**config.mk**
```make
export PLATFORM = sky130hd
export DESIGN_NAME = telecontrol_apdu_receiver
export DESIGN_NICKNAME = d
export VERILOG_FILES = /design/src/rtl/tar_pkg.sv /design/src/rtl/tar_front.sv /design/src/rtl/tar_queue.sv /design/src/rtl/tar_back.sv /design/src/rtl/telecontrol_apdu_receiver.sv
export SDC_FILE = /design/constraint.sdc
export NUM_CORES = 2
export LEC_CHECK = 0
export ABC_CLOCK_PERIOD_IN_PS = 21700
export BUFFER_PORTS_ARGS = -buffer_cell sky130_fd_sc_hd__buf_4
export CORE_ASPECT_RATIO = 1.25
export CORE_MARGIN = 1
export CORE_UTILIZATION = 48
export DETAILED_ROUTE_END_ITERATION = 7
export REMOVE_ABC_BUFFERS = 1
export SYNTH_ARGS = -nofsm -noshare
export SYNTH_HDL_FRONTEND = slang
export SYNTH_SLANG_ARGS = --single-unit
```
**constraint.sdc**
```tcl
create_clock -name clk_i -period 21.7 [get_ports clk_i]
set_input_delay 1.085 -clock clk_i [delete_from_list [all_inputs] [get_ports clk_i]]
set_output_delay 1.085 -clock clk_i [all_outputs]
set_load 0.1 [all_outputs]
```
**src/rtl/tar_pkg.sv**
```systemverilog
// Shared types and constants for the telecontrol APDU receiver.
package tar_pkg;

  localparam logic [7:0] START_BYTE = 8'h68;
  localparam logic [7:0] LEN_BYTE   = 8'h04;
  localparam logic [7:0] S_CTRL     = 8'h01;
  localparam logic [7:0] U_STARTCON = 8'h0B;
  localparam logic [7:0] U_STOPCON  = 8'h23;
  localparam logic [7:0] U_TESTCON  = 8'h83;
  localparam logic [7:0] TY_SP      = 8'h01;
  localparam logic [7:0] TY_ME_NA   = 8'h09;
  localparam logic [7:0] TY_SC      = 8'h2D;
  localparam logic [7:0] TY_DC      = 8'h2E;
  localparam logic [7:0] TY_IC      = 8'h64;
  localparam logic [7:0] TY_CS      = 8'h67;

  localparam logic [1:0] KIND_TX    = 2'd0;
  localparam logic [1:0] KIND_POP   = 2'd1;
  localparam logic [1:0] KIND_EMPTY = 2'd2;

  localparam int unsigned QUEUE_DEPTH = 4;

  typedef struct packed {
    logic [1:0]       kind;
    logic [3:0][7:0]  args;
    logic [7:0]       otype;
    logic [15:0]      ca;
    logic [23:0]      ioa;
    logic [23:0]      val;
    logic [5:0]       count;
    logic             xfer;
    logic             ovf;
  } cmd_t;

endpackage

```
**src/rtl/tar_front.sv**
```systemverilog
// Front end: frame parser, object store and command stage.
module tar_front import tar_pkg::*; #(
  parameter int unsigned StoreDepth = 32,
  parameter int unsigned MaxLen     = 253
) (
  input  logic       clk_i,
  input  logic       rst_ni,
  input  logic       in_valid_i,
  output logic       in_ready_o,
  input  logic       operation_i,
  input  logic [7:0] rx_byte_i,
  output logic       cmd_valid_o,
  input  logic       cmd_ready_i,
  output cmd_t       cmd_o
);

  localparam int unsigned IW = (StoreDepth > 1) ? $clog2(StoreDepth) : 1;
  localparam int unsigned FW = $clog2(StoreDepth + 1);

  typedef enum logic [1:0] {PH_HUNT, PH_LEN, PH_BODY} phase_e;

  phase_e       phase_q, phase_d;
  logic [14:0]  seq_q, seq_d;
  logic [7:0]   idx_q, idx_d, len_q, len_d, fc_q, fc_d, asdu_q, asdu_d;
  logic [6:0]   ann_q, ann_d, seen_q, seen_d;
  logic [15:0]  st_q, st_d;
  logic [47:0]  asm_q, asm_d;
  logic [2:0]   pos_q, pos_d, size;
  logic [FW-1:0] fill_q, fill_d;
  logic         xfer_q, xfer_d, ovf_q, ovf_d;
  logic         s1_v_q;
  cmd_t         s1_q, s1_d;
  logic         emit, we, rd, acc, adv;
  logic [23:0]  mem_ts [StoreDepth];
  logic [47:0]  mem_av [StoreDepth];
  logic [23:0]  rd_ts;
  logic [47:0]  rd_av;
  logic [23:0]  w_ts;
  logic [47:0]  w_av;

  assign adv        = !s1_v_q || cmd_ready_i;
  assign in_ready_o = adv;
  assign acc        = in_valid_i && adv;

  always_comb begin
    phase_d = phase_q; seq_d = seq_q; idx_d = idx_q; len_d = len_q;
    fc_d = fc_q; asdu_d = asdu_q; ann_d = ann_q; st_d = st_q;
    asm_d = asm_q; seen_d = seen_q; pos_d = pos_q; fill_d = fill_q;
    xfer_d = xfer_q; ovf_d = ovf_q;
    emit = 1'b0; we = 1'b0; rd = 1'b0; size = 3'd0;
    s1_d = '0;
    w_ts = '0; w_av = '0;
    if (acc) begin
      if (operation_i) begin
        emit = 1'b1;
        if (fill_q != '0) begin
          s1_d.kind = KIND_POP;
          fill_d    = fill_q - 1'b1;
          rd        = 1'b1;
        end else begin
          s1_d.kind = KIND_EMPTY;
        end
      end else begin
        unique case (phase_q)
          PH_HUNT: if (rx_byte_i == START_BYTE) phase_d = PH_LEN;
          PH_LEN: begin
            if (rx_byte_i == 8'd0 || rx_byte_i > 8'(MaxLen)) begin
              phase_d = PH_HUNT;
            end else begin
              phase_d = PH_BODY; len_d = rx_byte_i; idx_d = '0; fc_d = '0;
              asdu_d = '0; ann_d = '0; st_d = '0; seen_d = '0; pos_d = '0;
            end
          end
          PH_BODY: begin
            if (idx_q == 8'd0) fc_d = rx_byte_i;
            if (idx_q == 8'd4) asdu_d = rx_byte_i;
            if (idx_q == 8'd5) ann_d = rx_byte_i[6:0];
            if (idx_q == 8'd8) st_d[7:0] = rx_byte_i;
            if (idx_q == 8'd9) st_d[15:8] = rx_byte_i;
            if (asdu_d == TY_SP || asdu_d == TY_SC || asdu_d == TY_DC) size = 3'd4;
            else if (asdu_d == TY_ME_NA) size = 3'd6;
            if (idx_q >= 8'd10 && !fc_d[0] && size != 3'd0 && seen_q < ann_d) begin
              asm_d[{pos_q, 3'b000} +: 8] = rx_byte_i;
              pos_d = pos_q + 1'b1;
              if (pos_q == size - 3'd1) begin
                pos_d  = '0;
                seen_d = seen_q + 1'b1;
                w_ts   = {st_d, asdu_d};
                w_av   = {(size == 3'd6) ? asm_d[47:24] : {16'd0, asm_d[31:24]},
                          asm_d[23:0]};
                if (fill_q < FW'(StoreDepth)) begin
                  we     = 1'b1;
                  fill_d = fill_q + 1'b1;
                end else begin
                  ovf_d = 1'b1;
                end
              end
            end
            idx_d = idx_q + 1'b1;
            if (idx_d >= len_q) begin
              phase_d = PH_HUNT;
              if (len_q >= 8'd4) begin
                if (!fc_d[0]) begin
                  seq_d = seq_q + 1'b1;
                  if (asdu_d != TY_IC && asdu_d != TY_CS) begin
                    emit = 1'b1;
                    s1_d.args = {seq_d[14:7], {seq_d[6:0], 1'b0}, 8'd0, S_CTRL};
                  end
                end else if (fc_d[1]) begin
                  if (fc_d[2]) begin
                    xfer_d = 1'b1; emit = 1'b1;
                    s1_d.args = {24'd0, U_STARTCON};
                  end else if (fc_d[4]) begin
                    xfer_d = 1'b0; emit = 1'b1;
                    s1_d.args = {24'd0, U_STOPCON};
                  end else if (fc_d[6]) begin
                    emit = 1'b1;
                    s1_d.args = {24'd0, U_TESTCON};
                  end
                end
              end
            end
          end
          default: phase_d = PH_HUNT;
        endcase
      end
    end
    s1_d.count = 6'(fill_d);
    s1_d.xfer  = xfer_d;
    s1_d.ovf   = ovf_d;
  end

  always_ff @(posedge clk_i) begin
    if (we) begin
      mem_ts[fill_q[IW-1:0]] <= w_ts;
      mem_av[fill_q[IW-1:0]] <= w_av;
    end
    if (rd) begin
      rd_ts <= mem_ts[fill_d[IW-1:0]];
      rd_av <= mem_av[fill_d[IW-1:0]];
    end
    if (adv) s1_q <= s1_d;
  end

  always_ff @(posedge clk_i or negedge rst_ni) begin
    if (!rst_ni) begin
      phase_q <= PH_HUNT; seq_q <= '0; idx_q <= '0; len_q <= '0; fc_q <= '0;
      asdu_q <= '0; ann_q <= '0; st_q <= '0; asm_q <= '0; seen_q <= '0;
      pos_q <= '0; fill_q <= '0; xfer_q <= 1'b0; ovf_q <= 1'b0; s1_v_q <= 1'b0;
    end else begin
      phase_q <= phase_d; seq_q <= seq_d; idx_q <= idx_d; len_q <= len_d;
      fc_q <= fc_d; asdu_q <= asdu_d; ann_q <= ann_d; st_q <= st_d;
      asm_q <= asm_d; seen_q <= seen_d; pos_q <= pos_d; fill_q <= fill_d;
      xfer_q <= xfer_d; ovf_q <= ovf_d;
      if (adv) s1_v_q <= emit;
    end
  end

  always_comb begin
    cmd_o = s1_q;
    if (s1_q.kind == KIND_POP) begin
      cmd_o.otype = rd_ts[7:0];
      cmd_o.ca    = rd_ts[23:8];
      cmd_o.ioa   = rd_av[23:0];
      cmd_o.val   = rd_av[47:24];
    end
  end
  assign cmd_valid_o = s1_v_q;

endmodule

```
**src/rtl/tar_queue.sv**
```systemverilog
// Command queue between parser front end and transmit back end.
module tar_queue import tar_pkg::*; (
  input  logic clk_i,
  input  logic rst_ni,
  input  logic wr_valid_i,
  output logic wr_ready_o,
  input  cmd_t wr_data_i,
  output logic rd_valid_o,
  input  logic rd_ready_i,
  output cmd_t rd_data_o
);

  localparam int unsigned PW = $clog2(QUEUE_DEPTH);

  cmd_t          mem_q [QUEUE_DEPTH];
  logic [PW-1:0] wp_q, rp_q;
  logic [PW:0]   cnt_q;
  logic          wr, rd;

  assign wr_ready_o = cnt_q != (PW + 1)'(QUEUE_DEPTH);
  assign rd_valid_o = cnt_q != '0;
  assign wr = wr_valid_i && wr_ready_o;
  assign rd = rd_valid_o && rd_ready_i;
  assign rd_data_o = mem_q[rp_q];

  always_ff @(posedge clk_i) begin
    if (wr) mem_q[wp_q] <= wr_data_i;
  end

  always_ff @(posedge clk_i or negedge rst_ni) begin
    if (!rst_ni) begin
      wp_q <= '0; rp_q <= '0; cnt_q <= '0;
    end else begin
      if (wr) wp_q <= wp_q + 1'b1;
      if (rd) rp_q <= rp_q + 1'b1;
      cnt_q <= cnt_q + (PW + 1)'(wr) - (PW + 1)'(rd);
    end
  end

endmodule

```
**src/rtl/tar_back.sv**
```systemverilog
// Back end: turns queued commands into result transfers.
module tar_back import tar_pkg::*; (
  input  logic        clk_i,
  input  logic        rst_ni,
  input  logic        cmd_valid_i,
  output logic        cmd_ready_o,
  input  cmd_t        cmd_i,
  output logic        out_valid_o,
  input  logic        out_ready_i,
  output logic [1:0]  kind_o,
  output logic [7:0]  tx_byte_o,
  output logic [7:0]  object_type_o,
  output logic [15:0] common_address_o,
  output logic [23:0] object_address_o,
  output logic [23:0] object_value_o,
  output logic        last_o,
  output logic [5:0]  stored_count_o,
  output logic        transfer_enabled_o,
  output logic        overflow_o
);

  logic [2:0] cnt_q;
  logic       is_tx, xfer;

  assign is_tx = cmd_i.kind == KIND_TX;
  assign out_valid_o = cmd_valid_i;
  assign xfer = out_valid_o && out_ready_i;
  assign last_o = !is_tx || cnt_q == 3'd5;
  assign cmd_ready_o = xfer && last_o;

  always_comb begin
    case (cnt_q)
      3'd0:    tx_byte_o = START_BYTE;
      3'd1:    tx_byte_o = LEN_BYTE;
      3'd2:    tx_byte_o = cmd_i.args[0];
      3'd3:    tx_byte_o = cmd_i.args[1];
      3'd4:    tx_byte_o = cmd_i.args[2];
      default: tx_byte_o = cmd_i.args[3];
    endcase
    if (!is_tx) tx_byte_o = 8'd0;
  end

  assign kind_o             = cmd_i.kind;
  assign object_type_o      = cmd_i.otype;
  assign common_address_o   = cmd_i.ca;
  assign object_address_o   = cmd_i.ioa;
  assign object_value_o     = cmd_i.val;
  assign stored_count_o     = cmd_i.count;
  assign transfer_enabled_o = cmd_i.xfer;
  assign overflow_o         = cmd_i.ovf;

  always_ff @(posedge clk_i or negedge rst_ni) begin
    if (!rst_ni) begin
      cnt_q <= '0;
    end else if (xfer) begin
      cnt_q <= last_o ? 3'd0 : cnt_q + 1'b1;
    end
  end

endmodule

```
**src/rtl/telecontrol_apdu_receiver.sv**
```systemverilog
// Top level of the telecontrol APDU receiver.
// One input item accepted per cycle unless a command held in the command stage
// stalls the input; results pass the command stage, then the queue. An ack or
// U-reply is 6 output transfers, a pop 1; a 4-entry queue decouples input from
// output stalls. Asynchronous active-low reset clears parser, flags and fill
// count; store contents are not cleared.
module telecontrol_apdu_receiver import tar_pkg::*; #(
  parameter int unsigned STORE_DEPTH      = 32,
  parameter int unsigned MAX_FRAME_LENGTH = 253
) (
  input  logic        clk_i,
  input  logic        rst_ni,
  input  logic        in_valid_i,
  output logic        in_ready_o,
  input  logic        operation_i,
  input  logic [7:0]  rx_byte_i,
  output logic        out_valid_o,
  input  logic        out_ready_i,
  output logic [1:0]  kind_o,
  output logic [7:0]  tx_byte_o,
  output logic [7:0]  object_type_o,
  output logic [15:0] common_address_o,
  output logic [23:0] object_address_o,
  output logic [23:0] object_value_o,
  output logic        last_o,
  output logic [5:0]  stored_count_o,
  output logic        transfer_enabled_o,
  output logic        overflow_o
);

  logic f_valid, f_ready, b_valid, b_ready;
  cmd_t f_cmd, b_cmd;

  tar_front #(.StoreDepth(STORE_DEPTH), .MaxLen(MAX_FRAME_LENGTH)) u_front (
    .clk_i, .rst_ni, .in_valid_i, .in_ready_o, .operation_i, .rx_byte_i,
    .cmd_valid_o(f_valid), .cmd_ready_i(f_ready), .cmd_o(f_cmd)
  );

  tar_queue u_queue (
    .clk_i, .rst_ni,
    .wr_valid_i(f_valid), .wr_ready_o(f_ready), .wr_data_i(f_cmd),
    .rd_valid_o(b_valid), .rd_ready_i(b_ready), .rd_data_o(b_cmd)
  );

  tar_back u_back (
    .clk_i, .rst_ni,
    .cmd_valid_i(b_valid), .cmd_ready_o(b_ready), .cmd_i(b_cmd),
    .out_valid_o, .out_ready_i, .kind_o, .tx_byte_o, .object_type_o,
    .common_address_o, .object_address_o, .object_value_o, .last_o,
    .stored_count_o, .transfer_enabled_o, .overflow_o
  );

  a_kind_legal: assert property (@(posedge clk_i) disable iff (!rst_ni)
    out_valid_o |-> kind_o != 2'd3) else $error("bad result kind");

  a_reply_continues: assert property (@(posedge clk_i) disable iff (!rst_ni)
    out_valid_o && out_ready_i && !last_o |=> out_valid_o && kind_o == KIND_TX)
    else $error("reply broken off");

  a_count_bound: assert property (@(posedge clk_i) disable iff (!rst_ni)
    out_valid_o && kind_o == KIND_EMPTY |-> stored_count_o == 6'd0)
    else $error("empty pop with objects held");

endmodule

```
# Yosys cells after proc, flatten, opt, wreduce, memory -nomap -nowiden
# Memory sizes are Yosys's and may differ from the RTL's. A register that Yosys moved wholly into a read port is not among the register bits.
# Cells that the tools add are included.
[totals]
memories = 3
ram_bits = 2760
inputBits = 13
word_cells = 227
out_inout_bits = 93
ff_bits = 188
[classes]
shifts = 2
add_sub_neg = 13
n_bitwise = 7
n_reduce_logical = 35
muxes = 107
n_eq_ne = 27
order_cmp = 6
[memory_table]
columns = ["name", "words", "word_bits", "rd", "rd_ports_with_merged_regs", "write_ports", "line", "rtl"]
rows = [
  ["u_front.mem_av", 32, 48, 1, 1, 1, "tar_front.sv:35", "logic [47:0] mem_av [StoreDepth];"],
  ["u_front.mem_ts", 32, 24, 1, 1, 1, "tar_front.sv:34", "logic [23:0] mem_ts [StoreDepth];"],
  ["u_queue.mem_q", 4, 114, 1, 0, 1, "tar_queue.sv:15", "cmd_t mem_q [QUEUE_DEPTH];"],
]
[ops]
columns = ["operator", "n"]
rows = [
  ["two-way mux 48 bit", 5],
  ["two-way mux 32 bit", 5],
  ["two-way mux 24 bit", 6],
  ["two-way mux 7 bit", 11],
  ["two-way mux 72 bit", 1],
  ["two-way mux 8 bit", 9],
  ["bitwise mux 48 bit", 1],
  ["variable shift 8 x 8 -> 48 bit, first input constant", 1],
  ["variable part select 8 x 8 -> 48 bit", 1],
  ["two-way mux 6 bit", 7],
  ["case mux 7 bit (2 select lines)", 3],
  ["case mux 8 bit (5 select lines)", 1],
  ["two-way mux 1 bit", 39],
  ["case mux 16 bit (2 select lines)", 1],
  ["case mux 8 bit (2 select lines)", 2],
  ["two-way mux 3 bit", 9],
  ["equality test 8 x 4 -> 1 bit, second input constant", 3],
  ["equality test 8 x 3 -> 1 bit, second input constant", 2],
  ["equality test 8 x 6 -> 1 bit, second input constant", 2],
  ["zero test 8 bit", 2],
  ["two-way mux 16 bit", 1],
  ["!= test 8 x 7 -> 1 bit, second input constant", 2],
  ["AND reduction 4 bit", 4],
  ["adder 15 x 1 -> 15 bit, second input constant", 1],
  ["43 further kinds", 78],
]

# Longest topological paths before layout
[depth]
depth_word = 21
ltp_mapped = 21
depth_no_buf = 18

# By module
# From an unflattened synthesis, not the netlist that was laid out.
[hier_totals]
hier_cells = 7406
area_unflattened_um2 = 118835.2
[modules_own_cells]
columns = ["module", "seq_area_each_um2", "cells_per_inst", "area_per_inst_um2", "n_inst"]
rows = [
  ["tar_front", 75652.6, 6619, 100822.9, 1],
  ["tar_queue", 13868.3, 637, 16884.9, 1],
  ["tar_back", 75.1, 150, 1127.3, 1],
]

# Least setup slack after synthesis
# Ideal clock, no wire load.
[synth_path]
path_type = "register -> register"
startpoint = "reg u_queue.cnt_q[1]"
endpoint = "mem u_front.mem_av[0][0], enable pin"
t_required_ns = 21.197
synth_period_minus_slack_ns = 7.371
path_buffers = 2
setup_time_ns = 0.503
setup_slack_ns = 14.329
stages_incl_launch_ff = 9
arrival_time_ns = 6.868
cell_sequence = "dfrtp_1 -> nand4bb_1 -> and2_1 -> clkbuf_1 -> nand2_1 -> nor4_2 -> nand3_1 -> clkbuf_1 -> nor2_1"
[synth_via]
elab_chain_cells = 6
[synth_rtl]
columns = ["item", "line", "rtl"]
rows = [
  ["from (decl)", "tar_queue.sv:17", "logic [PW:0] cnt_q;"],
  ["from (signal assigned)", "tar_queue.sv:36", "cnt_q <= cnt_q + (PW + 1)'(wr) - (PW + 1)'(rd);"],
  ["!= test 3 bit", "tar_queue.sv:20", "assign wr_ready_o = cnt_q != (PW + 1)'(QUEUE_DEPTH);"],
  ["logical OR 1 bit", "tar_front.sv:41", "assign adv = !s1_v_q || cmd_ready_i;"],
  ["net in_ready_o", "telecontrol_apdu_receiver.sv:14", "output logic in_ready_o,"],
  ["logical AND 1 bit", "tar_front.sv:43", "assign acc = in_valid_i && adv;"],
  ["two-way mux 1 bit", "tar_front.sv:53", "if (acc) begin"],
  ["two-way mux 1 bit", "tar_front.sv:134", "if (we) begin"],
  ["two-way mux 1 bit (implied by the code)", "tar_front.sv:136", "mem_av[fill_q[IW-1:0]] <= w_av;"],
  ["to (decl)", "tar_front.sv:35", ""],
]
# The timed path passes the listed nets, and every way through them passes these cells.

# Worst setup path in the final report
[layout_path]
startpoint = "reg u_front.idx_q[5]"
endpoint = "reg u_front.rd_av[16] (read register of u_front.mem_av), data pin"
[layout_via]
elab_chain_cells = 19
elab_cells_between_ends = 40
classes_between = "add/sub: 1; order compare: 2; eq/ne: 7; mux: 22; reduce/logical: 8"
[layout_rtl]
columns = ["item", "line", "rtl"]
rows = [
  ["from (decl)", "tar_front.sv:24", "logic [7:0] idx_q, idx_d, len_q, len_d, fc_q, fc_d, asdu_q, asdu_d;"],
  ["from (signal assigned)", "tar_front.sv:151", "phase_q <= phase_d; seq_q <= seq_d; idx_q <= idx_d; len_q <= len_d;"],
  ["equality test 8 x 3 -> 1 bit", "tar_front.sv:76", "if (idx_q == 8'd4) asdu_d = rx_byte_i;"],
  ["two-way mux 8 bit", "tar_front.sv:76", ""],
  ["two-way mux 8 bit", "tar_front.sv:64", "unique case (phase_q)"],
  ["two-way mux 8 bit", "tar_front.sv:54", "if (operation_i) begin"],
  ["two-way mux 8 bit", "tar_front.sv:53", ""],
  ["equality test 8 x 1 -> 1 bit / equality test 8 x 6 -> 1 bit (equally long branches)", "tar_front.sv:80", "if (asdu_d == TY_SP || asdu_d == TY_SC || asdu_d == TY_DC) size = 3'd4;"],
  ["logical OR 1 bit (2 in a row)", "tar_front.sv:80", ""],
  ["two-way mux 3 bit", "tar_front.sv:80", ""],
  ["(+2 left out)", "--", ""],
  ["two-way mux 3 bit", "tar_front.sv:53", ""],
  ["subtractor 3 x 1 -> 3 bit / nonzero test 3 bit (equally long branches)", "tar_front.sv:85, tar_front.sv:82", ""],
  ["equality test 3 bit / logical AND 1 bit (equally long branches)", "tar_front.sv:85, tar_front.sv:82", ""],
  ["two-way mux 6 bit / logical AND 1 bit (equally long branches)", "tar_front.sv:85, tar_front.sv:82", ""],
  ["two-way mux 6 bit (*)", "tar_front.sv:82", "if (idx_q >= 8'd10 && !fc_d[0] && size != 3'd0 && seen_q < ann_d) begin"],
  ["two-way mux 6 bit (*)", "tar_front.sv:64", ""],
  ["two-way mux 6 bit (*)", "tar_front.sv:54", ""],
  ["two-way mux 6 bit (*)", "tar_front.sv:53", ""],
  ["to (decl)", "tar_front.sv:37", "logic [47:0] rd_av;"],
]
# Every way passes the cells marked *; elsewhere a longest branch is shown, timed or not. The select of a mux whose other input is x is not followed.
# A chain may end at the register's enable or synchronous reset.

==> flow_results.org <==
** Drt
- Pre-Repair DR Iteration Count :: 6
- Avg Vias per Cell :: roughly 6.4
- The first routing iteration left between 9000 and 10000 violations.
- Antenna-violating nets left :: 0
- Final wirelength :: 362.7 mm
- For this run, design rule violations remaining after detail routing come to 0.
- The routed layout has about 77000 vias.
- Post-detailed-route wirelength per cell :: 30.29 um

** Synthesis
- Distinct cell type count of the synthesized netlist :: 96
- Fraction of synthesis flops using an asynchronous set or reset pin :: between 4 and 5%
- Top cell type by total area after synthesis :: edfxtp_1
- The share of synthesized area in the top cell type comes to between 70% and 80%.
- Number of synthesized register bits :: 2960
- Sequential cell area fraction in the yosys report :: 73.21%
- Top cells by area, synth :: edfxtp_1 (70%), nand2_1 (4.3%), a211oi_1 (3.3%)
- The synthesized netlist occupies a cell area of 120400 um2.
- The Yosys step of the flow raised 0 warnings.
- Post-synthesis cell count :: ~8300
- Syn avg cell area :: 14.43 um2
- Count of flip-flops with a built-in enable after synthesis :: 2814
- Among all flip-flop cells after synthesis, the most frequent one is edfxtp_1.

** GRT
- Total overflow reported by the global router :: 0
- Antenna violations before repair :: 12
- Largest net degree at the start of global routing :: around 260
- Vias in the first global route :: around 75000
- First-pass GRT wire length :: 520.1 mm
- For this run, the total global-route usage over all layers was measured as between 20% and 30%.

** Timing
- The worst pin sits at a relative slew slack of under 10%.
- Setup repair after global routing left no endpoint under its margin.
- Across the routed clock network, the largest skew measured is between 60 and 70 ps.
- Hold Worst Slack :: 263.8 ps
- Endpoints failing setup :: 0
- The final critical path takes up 39.56% of the cycle.
- The number of failing hold endpoints at the final stage was 0.
- The clock period could shrink to 8584 ps.
- Pins over their slew limit :: 0
- The worst path meets setup with 13120 ps of slack.
- Achievable clock frequency :: about 120 MHz
- For the pin with the worst max-slew slack, the measured transition is about 1500 ps.

** CTS
- # hold bufs at CTS :: 0
- Post-CTS repair timing setup buffer count :: 0
- The clock reaches the later pin of the worst-skew pair after approximately 900 ps.
- Clk Tree Root Cell :: clkbuf_16
- After clock tree synthesis, the repair step resized 0 gates.
- Clock Sink Count :: 2960
- Buffers from clock root to sink, at most :: 4
- Clock tree synthesis inserted a total of around 300 buffers.
- Clock-pin slew reported for the worst setup and hold paths after clock tree synthesis :: roughly 60 ps
- TritonCTS built the clock tree.
- The clock tree synthesis step divided the H-tree into 5 levels.

** Floorplanning
- The die covers 252900 um2.
- Number of primary I/O pins :: around 110
- Starting Density :: 48.25%
- The floorplan step set the die width to between 400 and 500 um.
- Number of placement rows :: roughly 200
- From bottom edge to top edge, the die measures 562.0 um.
- Area of the core :: 249600 um2

** Power and ir drop
- Net load switching power :: between 6000 and 7000 uW
- Cell internal power dissipation :: around 11000 uW
- Dividing total power by cell area gives a power density of 130.4 nW/um2.
- Comb pwr share :: 33.3%
- Maximum ir drop on the vdd rail :: roughly 0.18 mV
- Leakage :: between 0.04 and 0.05 uW
- Sequential cells burn a little under two fifths of the power.
- Net switching is 37.39% of the power.
- The clock network burns between 20% and 30% of the power.

** Cells and area
- For this run, the post-layout net count is about 8500.
- With fillers left out, the area of the finished cells amounts to 135000 um2.
- Number of inserted filler cells in the final layout :: around 20000
- Cells with a size suffix above 1 make up about an eighth of the layout.
- The count of cells in the finished layout, fillers not included, comes to roughly 12000.
- The area growth from synthesis to layout is 12.09%.

** Worst setup path
- At the worst endpoint, the required time is approximately 22000 ps.
- Crit Path Class :: register to register
- At the worst endpoint, the arrival time is slightly above 9000 ps.
- STA classifies the critical path startpoint as a register.
- Of all nets on the critical path, the largest fanout is 99.
- The worst setup path is captured at a register.

** Place
- Detailed Place HPWL :: approximately 190 mm
- Final weighted congestion in routability-driven placement :: just under 0.9
- Placement-stage cell area :: ~130000 um2
- During placement, the flow inserted port buffers numbering between 100 and 150.
- Worst setup slack before clock tree synthesis :: between 10000 and 15000 ps
- Counting tap cells, the placed design contains a total of ~11000 instances.

** Min path
- Worst min-delay path category :: input port to async pin

** Run
- Across the run, the number of max-cap violations was 0.

** Outcome
- Result of the run :: completed
==> Yosys cell counts (9+ instances only) <==
cell / number
a211o_1: 14
a211oi_1: 536
a21boi_0: 25
a21boi_1: 40
a21oi_1: 145
a221o_1: 58
a221oi_1: 162
a22o_1: 10
a22oi_1: 9
a311oi_1: 86
a31oi_1: 265
and2_1: 122
and3_1: 295
buf_1: 53
buf_2: 206
buf_4: 20
clkbuf_1: 353
dfrtp_1: 146
edfxtp_1: 2814
ha_1: 44
inv_1: 43
mux2_2: 26
mux2i_1: 38
mux4_2: 102
nand2_1: 1375
nand2b_1: 18
nand3_1: 249
nand4_1: 100
nor2_1: 193
nor2b_1: 10
nor3_1: 57
nor4_1: 68
o2111a_1: 14
o2111ai_1: 10
o21ai_0: 166
o22ai_1: 193
o31ai_1: 63
or3_1: 9
or4_1: 9
xnor2_1: 33
xor2_1: 11
==> worst max-delay path, cell delays in order (launching register included) <==
cell and delay, ps:
dfrtp_1 460, or4_1 710, nor2_8 290, mux2i_1 310, ha_1 300, a21oi_1 170
o22ai_1 110, a311o_1 460, nor2_2 310, o211ai_2 350, a211oi_4 590, buf_4 780
buf_4 960, buf_4 950, buf_4 750, a211oi_1 90, a31oi_1 210, o22ai_1 120
a211oi_1 240
==> power by group through the flow <==
stage	logic (uW)	clock network (uW)	registers, uW
floorplan	4560	0	6750
global placement	5740	0	6760
detailed placement	5830	0	6760
CTS	5840	5160	6650
global route	6240	5360	6660
finish	5860	5100	6640
==> flip-flops by register name, indices dropped and copies added (netlist names), 7 cells and up <==
register	cells
u_front.idx_q	8
u_front.seq_q	15
u_front.st_q	16
u_front.cmd_o	30
u_front.asdu_q	8
u_front.len_q	8
u_front.ann_q	7
u_front.rd_av	48
u_front.mem_av	1536
u_front.mem_ts	768
u_front.asm_q	48
u_front.rd_ts	24
u_queue.mem_q	408
u_front.seen_q	7
==> cell usage in the layout (no fill, tap or decap), drive strengths merged, types with 14 or more instances in the layout <==
cell	count
a211oi	537
nor4	69
dfrtp	146
nand2b	18
nand2	1375
clkbuf	369
o2111a	14
and3	295
edfxtp	2814
ha	44
a221oi	162
o31ai	63
nor3	61
a21boi	65
a211o	14
nand3	253
diode	15
a21oi	149
xnor2	33
and2	123
buf	318
o21ai	172
clkinv	116
mux4	102
mux2i	38
bufinv	25
nand4	100
inv	59
o22ai	193
conb	96
a311oi	87
a221o	58
nor2	197
mux2	26
a31oi	265
==> per-stage QoR <==
stage,TNS [ps],utilization (%),total power (uW)
3_3_place_gp,0,50.25,12500
2_1_floorplan,-1199750,-,11310
5_1_grt,0,54.07,18270
6_report,0,54.08,17600
3_5_place_dp,0,50.25,12590
4_1_cts,0,54.06,17650
==> kinds of logic (layout without fill, tap and decap cells) <==
family	after synthesis	count (layout)	synth area share, %
adders and majority gates	45	45	0.4739
other	1	111	0.003114
xor gates and xnor gates	44	44	0.3201
AOI/OAI and AO/OA	1889	1889	11.27
muxes	166	166	2.467
DFF	2960	2960	73.21
buffers and inverters	686	895	2.448
and+or+nand+nor	2552	2552	9.802
==> metal layers <==
layer	wire length [um]	GRT usage (%)	up-vias	share of wire, %
met5	33	0	-	0.0091
met4	16320	12.30	4	4.5
met3	30670	4.798	779	8.5
met2	176200	46.59	3879	49
met1	139500	36.33	39622	38
li1	-	-	32887	-
==> cell type report <==
cell class	count	area, um2	area share, %
Clock buffer	369	7935	5.879
Antenna cell	15	37.54	0.02781
Tap cell	3312	4144	3.070
Inverter	49	216.5	0.1604
Timing Repair Buffer	318	2491	1.846
Sequential cell	2960	88170	65.33
Clock inverter	159	1559	1.155
Multi-Input combinational cell	4792	30410	22.54
==> worst paths after layout <==
check	from	to	slack (ps)	cells after the start
max	u_front.idx_q[5]$_DFFE_PN0P_	u_front.rd_av[16]$_DFFE_PP_	13120	18
max in group asynchronous	rst_ni	u_front.asm_q[11]$_DFFE_PN0P_	19900	2
max reg2reg	u_front.idx_q[5]$_DFFE_PN0P_	u_front.rd_av[16]$_DFFE_PP_	13120	18
min reg2reg	u_front.st_q[1]$_DFFE_PN0P_	u_front.st_q[1]$_DFFE_PN0P_	480	2
min	rst_ni	u_queue.wp_q[1]$_DFFE_PN0P_	260	1
min in group clk_i	u_front.st_q[1]$_DFFE_PN0P_	u_front.st_q[1]$_DFFE_PN0P_	480	2
Note: power is estimated with default switching activity, not from simulation.
